--- src/rtl/core/fema_pkg.sv ---
// Shared types and constants for the frame EMA smoother with spin-up.
// Used by fema_div, fema_dp, fema_ctrl and frame_ema_with_spin_up_core.
package fema_pkg;

	localparam int DEF_FRAME_SAMPLES = 65536;
	localparam int DEF_SAMPLE_BITS   = 8;
	localparam int DEF_FRAC_BITS     = 16;

	localparam int ALPHA_W    = 16;
	localparam int SPIN_W     = 16;
	localparam int FS_W       = 17;
	localparam int CNT_W      = 17;
	localparam int CFG_IDX_W  = 2;
	localparam int CFG_DATA_W = 17;

	localparam logic [CFG_IDX_W-1:0] REG_ALPHA         = 2'd0;
	localparam logic [CFG_IDX_W-1:0] REG_SPIN_UP       = 2'd1;
	localparam logic [CFG_IDX_W-1:0] REG_FRAME_SAMPLES = 2'd2;

	localparam logic [ALPHA_W-1:0] RST_ALPHA         = 16'd32768;
	localparam logic [SPIN_W-1:0]  RST_SPIN_UP       = 16'd1;
	localparam logic [FS_W-1:0]    RST_FRAME_SAMPLES = 17'd65536;

	typedef enum logic [2:0] {
		ST_IDLE,
		ST_READ,
		ST_DLOAD,
		ST_DIV,
		ST_MUL,
		ST_UPDATE,
		ST_EMIT
	} fema_state_t;

	typedef struct packed {
		logic accept;
		logic load;
		logic dload;
		logic div_step;
		logic mul;
		logic update;
		logic emit;
	} fema_cmd_t;

	typedef struct packed {
		logic mode_copy;
		logic mode_div;
		logic out_free;
	} fema_status_t;

endpackage

--- src/rtl/core/fema_ctrl.sv ---
// Controller: steps one word through read, copy/divide/multiply, update, emit.
// Depends on fema_pkg.
module fema_ctrl #(
	parameter int DIV_STEPS = fema_pkg::DEF_SAMPLE_BITS + fema_pkg::DEF_FRAC_BITS + 1
) (
	input  logic                   clk,
	input  logic                   arst_n,
	input  logic                   in_valid,
	output logic                   in_ready,
	output fema_pkg::fema_cmd_t    cmd,
	input  fema_pkg::fema_status_t status
);
	import fema_pkg::*;

	localparam int DCW = $clog2(DIV_STEPS);

	fema_state_t    state_q;
	fema_state_t    state_nxt;
	logic [DCW-1:0] div_cnt_q;

	always_ff @(posedge clk or negedge arst_n) begin
		if (!arst_n) begin
			state_q   <= ST_IDLE;
			div_cnt_q <= '0;
		end else begin
			state_q <= state_nxt;
			if (cmd.dload)
				div_cnt_q <= '0;
			else if (cmd.div_step)
				div_cnt_q <= div_cnt_q + DCW'(1);
		end
	end

	always_comb begin
		state_nxt = state_q;
		cmd       = '0;
		in_ready  = 1'b0;
		case (state_q)
			ST_IDLE: begin
				in_ready = 1'b1;
				if (in_valid) begin
					cmd.accept = 1'b1;
					state_nxt  = ST_READ;
				end
			end
			ST_READ: begin
				cmd.load = 1'b1;
				if (status.mode_copy)
					state_nxt = ST_UPDATE;
				else if (status.mode_div)
					state_nxt = ST_DLOAD;
				else
					state_nxt = ST_MUL;
			end
			ST_DLOAD: begin
				cmd.dload = 1'b1;
				state_nxt = ST_DIV;
			end
			ST_DIV: begin
				cmd.div_step = 1'b1;
				if (div_cnt_q == DCW'(DIV_STEPS - 1))
					state_nxt = ST_UPDATE;
			end
			ST_MUL: begin
				cmd.mul   = 1'b1;
				state_nxt = ST_UPDATE;
			end
			ST_UPDATE: begin
				cmd.update = 1'b1;
				state_nxt  = ST_EMIT;
			end
			ST_EMIT: begin
				if (status.out_free) begin
					cmd.emit  = 1'b1;
					state_nxt = ST_IDLE;
				end
			end
			default: state_nxt = ST_IDLE;
		endcase
	end

endmodule

--- config.mk ---
export PLATFORM = sky130hd
export DESIGN_NAME = fema_ctrl
export DESIGN_NICKNAME = d
export VERILOG_FILES = /design/src/rtl/core/fema_pkg.sv /design/src/rtl/core/fema_ctrl.sv
export SDC_FILE = /design/constraint.sdc
export NUM_CORES = 1
export LEC_CHECK = 0
export BUFFER_PORTS_ARGS = -buffer_cell sky130_fd_sc_hd__buf_2
export CORE_AREA = 3 3 40 42
export DETAILED_ROUTE_END_ITERATION = 8
export DIE_AREA = 0 0 43 45
export PLACE_DENSITY = 0.57
export SLEW_MARGIN = 20
export SYNTH_ARGS = -nofsm -noshare
export SYNTH_HDL_FRONTEND = slang
export SYNTH_SLANG_ARGS = --single-unit
--- constraint.sdc ---
create_clock -name clk -period 2.9 [get_ports clk]
set_input_delay 0.58 -clock clk [delete_from_list [all_inputs] [get_ports clk]]
set_output_delay 0.58 -clock clk [all_outputs]
set_load 0.01 [all_outputs]
==> impl_table.tex, run 1 <==
\begin{tabular}{lr}
\hline
Metric & Value \\
\hline
\multicolumn{2}{l}{\textbf{Clock network}} \\
\quad Post-cts gate resize count & 0 \\
\quad Cell at the root of the clock tree & sky130\_fd\_sc\_hd\_\_clkbuf\_4 \\
\quad Total clock buffers created by CTS & 3 \\
\quad Clock tree buffer depth & 2 \\
\quad Post-CTS Setup Bufs & 0 \\
\quad CTS tree & done \\
\quad H-tree levels & 1 \\
\quad Clock sink total & 8 \\
\quad Clock latency at the later pin of the worst-skew pair & 0.25 ns \\
\quad Total of hold buffers inserted after clock tree synthesis & 0 \\
\quad Clock-pin slew of the registers on the worst-case setup and hold paths & 0.05 ns \\
\multicolumn{2}{l}{\textbf{Final layout}} \\
\quad Fillers & 134 \\
\quad Area of the multi-input gates & 265.3 µm² \\
\quad Area occupied by registers & 200.2 µm² \\
\quad Most used cells in the layout excluding fill and tap cells & sky130\_fd\_sc\_hd\_\_buf\_2, sky130\_fd\_sc\_hd\_\_dfrtp\_1, sky130\_fd\_sc\_hd\_\_o21ai\_0, sky130\_fd\_sc\_hd\_\_nand3\_1 \\
\quad Diode insertion count for antenna repair & 0 \\
\quad Synth-to-layout area growth & 16.26\% \\
\quad Number of nets in the layout & 80 \\
\quad Fraction of final layout cells with drive strength greater than 1 & 0.2571 \\
\quad Most common cell after layout, fill and taps aside & sky130\_fd\_sc\_hd\_\_buf\_2 \\
\quad Non-filler cells in the finished layout & 85 \\
\multicolumn{2}{l}{\textbf{Placed design}} \\
\quad Weighted congestion reported at the end of routability-driven placement & 0.7058 \\
\quad \# placed instances & 82 \\
\quad Port buffer count & 13 \\
\quad HPWL after detailed placement & 776.7 µm \\
\multicolumn{2}{l}{\textbf{Synthesis}} \\
\quad Gate Count Post-Synth & 58 \\
\quad Flip-flop and latch count after synthesis & 8 \\
\quad Area leader, netlist & sky130\_fd\_sc\_hd\_\_dfrtp\_1 \\
\quad Cell variety after synth & 25 \\
\quad Post-Syn Area & 508.0 µm² \\
\quad Sequential element share of the synthesized area & 0.3941 \\
\quad Portion of synthesized cell area occupied by the leading cell type & 0.3941 \\
\quad Top post-synthesis cells by area & sky130\_fd\_sc\_hd\_\_dfrtp\_1, sky130\_fd\_sc\_hd\_\_nand3\_1, sky130\_fd\_sc\_hd\_\_o21ai\_0 \\
\quad Average cell area after synthesis & 8.758 µm² \\
\quad Post-synthesis net count & 66 \\
\quad Yosys synthesis warning count & 0 \\
\multicolumn{2}{l}{\textbf{Floorplanning}} \\
\quad Core area & 0.001285 mm² \\
\quad Floorplan die area & 0.001935 mm² \\
\quad Initial core utilization & 0.3953 \\
\quad Ports & 14 \\
\quad Die boundary height & 45 µm \\
\quad Die Wd & 43 µm \\
\quad Rows & 13 \\
\multicolumn{2}{l}{\textbf{Power and ir drop}} \\
\quad Cell leakage power & 0.3017 nW \\
\quad Areal power density over the cells & 1024 mW/mm² \\
\quad Max rail drop VDD & 0.4504 mV \\
\multicolumn{2}{l}{\textbf{STA}} \\
\quad Final-report setup violation count & 0 \\
\quad Maximum clock frequency & 479.7 MHz \\
\quad Time the worst path needs with I/O delays and setup & 2.085 ns \\
\quad Final Hold Vio Count & 0 \\
\quad Total count of max-transition violations in the final report & 0 \\
\quad Final worst-path cycle share & 0.7188 \\
\quad Clock tree skew after final layout & 0.0008520 ns \\
\quad Transition at the pin with the smallest max-transition slack & 0.3668 ns \\
\quad Normalized max-slew margin & 0.7555 \\
\quad Setup TNS & 0 ns \\
\quad RSZ-0062 raised after global routing & false \\
\multicolumn{2}{l}{\textbf{Route}} \\
\quad Total via count after detailed routing & 428 \\
\quad Remaining DRCs & 0 \\
\quad Detailed Routing Iterations Pass 1 & 2 \\
\quad Post-DRT Antenna Nets & 0 \\
\quad Iter 0 DRT Violations & 4 \\
\quad Routed wirelength normalized by instance count & 12.04 µm \\
\quad Detailed-route vias per instance & 5.035 \\
\quad Total wire length & 1.023 mm \\
\multicolumn{2}{l}{\textbf{Global routing}} \\
\quad First-pass GRT wire length & 1.662 mm \\
\quad Total routing resource utilization after global routing & 0.1190 \\
\quad Vias in the first global route & 380 \\
\quad Pin count of the biggest net entering global routing & 15 \\
\quad Antenna violations before repair & 0 \\
\quad Aggregate global routing overflow & 0 \\
\multicolumn{2}{l}{\textbf{Critical path}} \\
\quad Worst-path cell chain & inv\_1 -> or2\_2 -> inv\_1 -> buf\_2 \\
\quad Biggest cell delay along the critical path & 0.55 ns \\
\quad Crit Path Class & reg2out \\
\quad Standard cell with the maximum stage delay on the critical path & sky130\_fd\_sc\_hd\_\_dfrtp\_1 \\
\quad Data arrival time of the worst path & 1.50 ns \\
\quad Startpoint class of the critical path & register \\
\quad Critical Path Fanout Max & 14 \\
\quad Type of destination of the critical path & primary output \\
\quad Data required time of the worst path & 2.32 ns \\
\quad CP dominant cell by count & sky130\_fd\_sc\_hd\_\_inv\_1 \\
\multicolumn{2}{l}{\textbf{Worst hold path}} \\
\quad Worst hold-check path type & in2async \\
\multicolumn{2}{l}{\textbf{Run}} \\
\quad Count of max-cap constraint violations & 0 \\
\multicolumn{2}{l}{\textbf{Outcome}} \\
\quad Outcome & completed \\
\hline
\end{tabular}
==> metal layers <==
layer  vias up  part of all wire  GRT usage
met2         8              0.46     0.1707
met5         -                 0          0
met3         0             0.048    0.07171
met1       191              0.49     0.1499
met4         0                 0    0.03614
li1        229                 -          -
==> worst max-delay path: cells and delay by family (launching register included) <==
family / cells / cell delay, ns
AND/OR/NAND/NOR: 1 / 0.33
flip-flops: 1 / 0.55
buffers and inverters: 3 / 0.37
==> through the flow <==
stage	total power, mW	hold WS (ns)	cell area [µm²]	worst slack [ns]	util
5_1_grt	0.6619	0.1547	590.6	0.6970	0.4596
3_5_place_dp	0.5254	0.4325	568.0	1.100	0.4421
6_report	0.6050	0.1656	590.6	0.8155	0.4596
3_3_place_gp	0.5204	0.4321	568.0	1.109	0.4421
4_1_cts	0.6101	0.1641	590.6	0.8247	0.4596
2_1_floorplan	0.4563	0.2844	508.0	1.184	-
==> layout make-up <==
type,instances,share of cell area
inverters,5,0.03178
multi-input cells,41,0.4492
repair buffers,13,0.1102
well taps,15,0.03178
flip-flops and latches,8,0.3390
clock buffers,3,0.03814
==> cell families (layout without fill, tap and decap cells) <==
kind of cell	Yosys count	count (layout)	share of synthesized area
adders and majority gates	2	2	0.04925
muxes	2	2	0.03941
buffers and inverters	9	21	0.08374
and+or+nand+nor	25	25	0.2907
AOI/OAI and AO/OA	12	12	0.1429
DFF	8	8	0.3941
==> path summary, 6_finish.rpt <==
path                                          start                  endpoint  slack, ns  cells past startpoint
setup / recovery             state_q[0]$_DFFE_PN0P_                    cmd[3]       0.82                      4
min in group clk           div_cnt_q[4]$_DFFE_PN0P_  div_cnt_q[4]$_DFFE_PN0P_       0.54                      2
max in group asynchronous                    arst_n    state_q[2]$_DFFE_PN0P_       2.57                      1
setup reg to reg             state_q[0]$_DFFE_PN0P_  div_cnt_q[4]$_DFFE_PN0P_       1.47                      3
hold / removal                               arst_n  div_cnt_q[3]$_DFFE_PN0P_       0.17                      1
hold reg to reg            div_cnt_q[4]$_DFFE_PN0P_  div_cnt_q[4]$_DFFE_PN0P_       0.54                      2
==> sequential cells by signal, indices dropped and copies added (netlist names) <==
signal	flops
div_cnt_q	5
state_q	3
==> report_power, final <==
group / total [mW] / internal [mW] / switching [mW] / leakage, nW
combinational: 0.262 / 0.129 / 0.133 / 0.192
sequential: 0.261 / 0.162 / 0.0990 / 0.0962
clock: 0.0812 / 0.0471 / 0.0341 / 0.0138
total: 0.605 / 0.339 / 0.266 / 0.302
==> synth_stat cells (all sizes together) <==
cell    number
and3         2
or4          2
o211ai       1
clkbuf       2
o21ai        6
dfrtp        8
nor2         1
nand2b       1
mux2i        2
nor2b        1
nor3         2
nand4b       1
and4         1
inv          5
nand3b       1
o22ai        2
buf          2
a22o         2
nand2        5
ha           2
nand3        6
or2          1
and2         1
a21oi        1
Note: power is estimated with default switching activity, not from simulation.
==> run 2: changes to the inputs <==
Clock period 2.9 ns to 2.05 ns, I/O delays scaled along.
==> run 2 against run 1 <==
Largest cell class unchanged. Hold slack better by 0.32 ns. Highest routed layer unchanged. Die area stayed put. Flip-flop and latch count stayed put. Critical endpoint unchanged. Global-route usage is 0.71 points higher.
==> impl_table.tex, run 2 (synthesis results as in run 1) <==
\begin{tabular}{lr}
\hline
Metric & Value \\
\hline
\multicolumn{2}{l}{\textbf{STA}} \\
\quad Transition at the pin with the smallest max-transition slack & 0.3528 ns \\
\quad Final worst-path cycle share & 0.8998 \\
\quad Clock tree skew after final layout & 0.009723 ns \\
\quad Final Hold Vio Count & 0 \\
\quad RSZ-0062 raised after global routing & false \\
\quad Time the worst path needs with I/O delays and setup & 1.845 ns \\
\quad Final-report setup violation count & 0 \\
\quad Hold Worst Slack & 0.4823 ns \\
\quad Setup slack of the critical path after layout & 0.2054 ns \\
\quad Setup TNS & 0 ns \\
\quad Normalized max-slew margin & 0.7648 \\
\quad Maximum clock frequency & 542.1 MHz \\
\quad Total count of max-transition violations in the final report & 0 \\
\multicolumn{2}{l}{\textbf{Placed design}} \\
\quad Weighted congestion reported at the end of routability-driven placement & 0.6983 \\
\quad Port buffer count & 13 \\
\quad HPWL after detailed placement & 754.4 µm \\
\quad DP Worst Slack & 0.4672 ns \\
\multicolumn{2}{l}{\textbf{Global routing}} \\
\quad First-pass GRT wire length & 1.773 mm \\
\quad Pin count of the biggest net entering global routing & 14 \\
\quad Antenna violations before repair & 0 \\
\quad Total routing resource utilization after global routing & 0.1262 \\
\quad Vias in the first global route & 385 \\
\quad Aggregate global routing overflow & 0 \\
\multicolumn{2}{l}{\textbf{Clock network}} \\
\quad CTS tree & done \\
\quad Post-CTS Setup Bufs & 0 \\
\quad Cell at the root of the clock tree & sky130\_fd\_sc\_hd\_\_clkbuf\_4 \\
\quad Total clock buffers created by CTS & 3 \\
\quad H-tree levels & 1 \\
\quad Clock-pin slew of the registers on the worst-case setup and hold paths & 0.05 ns \\
\quad Post-cts gate resize count & 0 \\
\quad Clock sink total & 8 \\
\quad Clock latency at the later pin of the worst-skew pair & 0.25 ns \\
\quad Clock tree buffer depth & 2 \\
\multicolumn{2}{l}{\textbf{Critical path}} \\
\quad Worst path bufs/invs & 2 \\
\quad Standard cell with the maximum stage delay on the critical path & sky130\_fd\_sc\_hd\_\_dfrtp\_1 \\
\quad Biggest cell delay along the critical path & 0.48 ns \\
\quad Crit Path Class & reg2out \\
\quad Data required time of the worst path & 1.64 ns \\
\quad Worst-path cell chain & nand2b\_4 -> or2\_2 -> inv\_1 -> buf\_2 \\
\quad Data arrival time of the worst path & 1.43 ns \\
\quad Critical Path Fanout Max & 12 \\
\quad Startpoint class of the critical path & register \\
\quad Cell family contributing the most delay on the critical path & simple AND/OR/NAND/NOR gates \\
\quad Type of destination of the critical path & primary output \\
\multicolumn{2}{l}{\textbf{Floorplanning}} \\
\quad Floorplan die area & 0.001935 mm² \\
\quad Die Wd & 43 µm \\
\quad Die boundary height & 45 µm \\
\quad Ports & 14 \\
\quad Initial core utilization & 0.3953 \\
\quad Core area & 0.001285 mm² \\
\quad Rows & 13 \\
\multicolumn{2}{l}{\textbf{Final layout}} \\
\quad Fraction of final layout cells with drive strength greater than 1 & 0.2639 \\
\quad Most used cells in the layout excluding fill and tap cells & sky130\_fd\_sc\_hd\_\_buf\_2, sky130\_fd\_sc\_hd\_\_dfrtp\_1, sky130\_fd\_sc\_hd\_\_o21ai\_0, sky130\_fd\_sc\_hd\_\_nand3\_1 \\
\quad Most common cell after layout, fill and taps aside & sky130\_fd\_sc\_hd\_\_buf\_2 \\
\quad Diode insertion count for antenna repair & 0 \\
\quad Number of flip-flops under the largest register name & 5 \\
\quad Share of the core filled with cells & 0.4732 \\
\quad Register name with the most flops & div\_cnt\_q \\
\quad Number of nets in the layout & 82 \\
\quad Top flop regs & div\_cnt\_q x5, state\_q x3 \\
\quad Synth-to-layout area growth & 19.70\% \\
\multicolumn{2}{l}{\textbf{Run}} \\
\quad Count of max-cap constraint violations & 0 \\
\multicolumn{2}{l}{\textbf{Route}} \\
\quad Iter 0 DRT Violations & 10 \\
\quad Detailed-route vias per instance & 5.092 \\
\quad Total wire length & 1.061 mm \\
\quad Routed wirelength normalized by instance count & 12.20 µm \\
\quad Total via count after detailed routing & 443 \\
\quad Detailed Routing Iterations Pass 1 & 4 \\
\quad Post-DRT Antenna Nets & 0 \\
\quad Remaining DRCs & 0 \\
\multicolumn{2}{l}{\textbf{Power and ir drop}} \\
\quad Areal power density over the cells & 1441 mW/mm² \\
\quad Cell leakage power & 0.3108 nW \\
\quad Max rail drop VDD & 0.7427 mV \\
\multicolumn{2}{l}{\textbf{Worst hold path}} \\
\quad Worst hold-check path type & in2reg \\
\multicolumn{2}{l}{\textbf{Outcome}} \\
\quad Outcome & completed \\
\hline
\end{tabular}
-- run 2: routing by layer --
metal,global-route usage,vias to the layer above,routed length [µm],part of all wire
li1,-,239,-,-
met1,0.1737,197,521,0.49
met2,0.1766,7,503,0.47
met3,0.05976,0,35,0.033
met4,0.03614,0,0,0
met5,0,-,0,0
-- run 2: area by class of cell --
class | count | area, µm²
fillers | 134 | 676.9
multi-input cells | 41 | 265.3
flip-flops and latches | 8 | 200.2
repair buffers | 15 | 82.58
clock buffers | 3 | 22.52
inverters | 5 | 18.77
well taps | 15 | 18.77
-- run 2: through the flow --
step / instances / instance area, µm² / power, mW
finish: 87 / 608.1 / 0.8765
global route: 87 / 608.1 / 0.9739
CTS: 87 / 608.1 / 0.8890
detailed placement: 83 / 575.6 / 0.7580
global placement: 83 / 575.6 / 0.7559
floorplan: 58 / 508.0 / 0.6455
-- run 2: report_power, final --
part           leakage, nW  total, mW  switching (mW)  internal [mW]
Combinational        0.201      0.417           0.221          0.196
Sequential          0.0962      0.339           0.109          0.230
Clock               0.0138      0.121          0.0537         0.0670
Total                0.311      0.877           0.384          0.493
-- run 2: worst reg2reg max path, stage by stage (launching register included) --
cell and delay, ns:
sky130_fd_sc_hd__dfrtp_1 0.48, sky130_fd_sc_hd__nand2b_4 0.24, sky130_fd_sc_hd__or4_1 0.48, sky130_fd_sc_hd__nand3_1 0.10
-- run 2: what timing repair did --
item / CTS / global route
hold endpoints to repair: 8 / 0
setup endpoints to repair: 0 / 0
hold buffers: 1 / 0
-- run 2: worst paths after layout --
kind | cells after the start | endpoint | start | slack [ns]
max | 4 | cmd[3] | state_q[2]$_DFFE_PN0P_ | 0.21
min | 3 | state_q[0]$_DFFE_PN0P_ | in_valid | 0.48
max reg2reg | 3 | div_cnt_q[4]$_DFFE_PN0P_ | state_q[2]$_DFFE_PN0P_ | 0.70
min reg2reg | 2 | div_cnt_q[4]$_DFFE_PN0P_ | div_cnt_q[4]$_DFFE_PN0P_ | 0.54
max in group asynchronous | 2 | state_q[2]$_DFFE_PN0P_ | arst_n | 1.35
min in group asynchronous | 2 | div_cnt_q[3]$_DFFE_PN0P_ | arst_n | 0.52
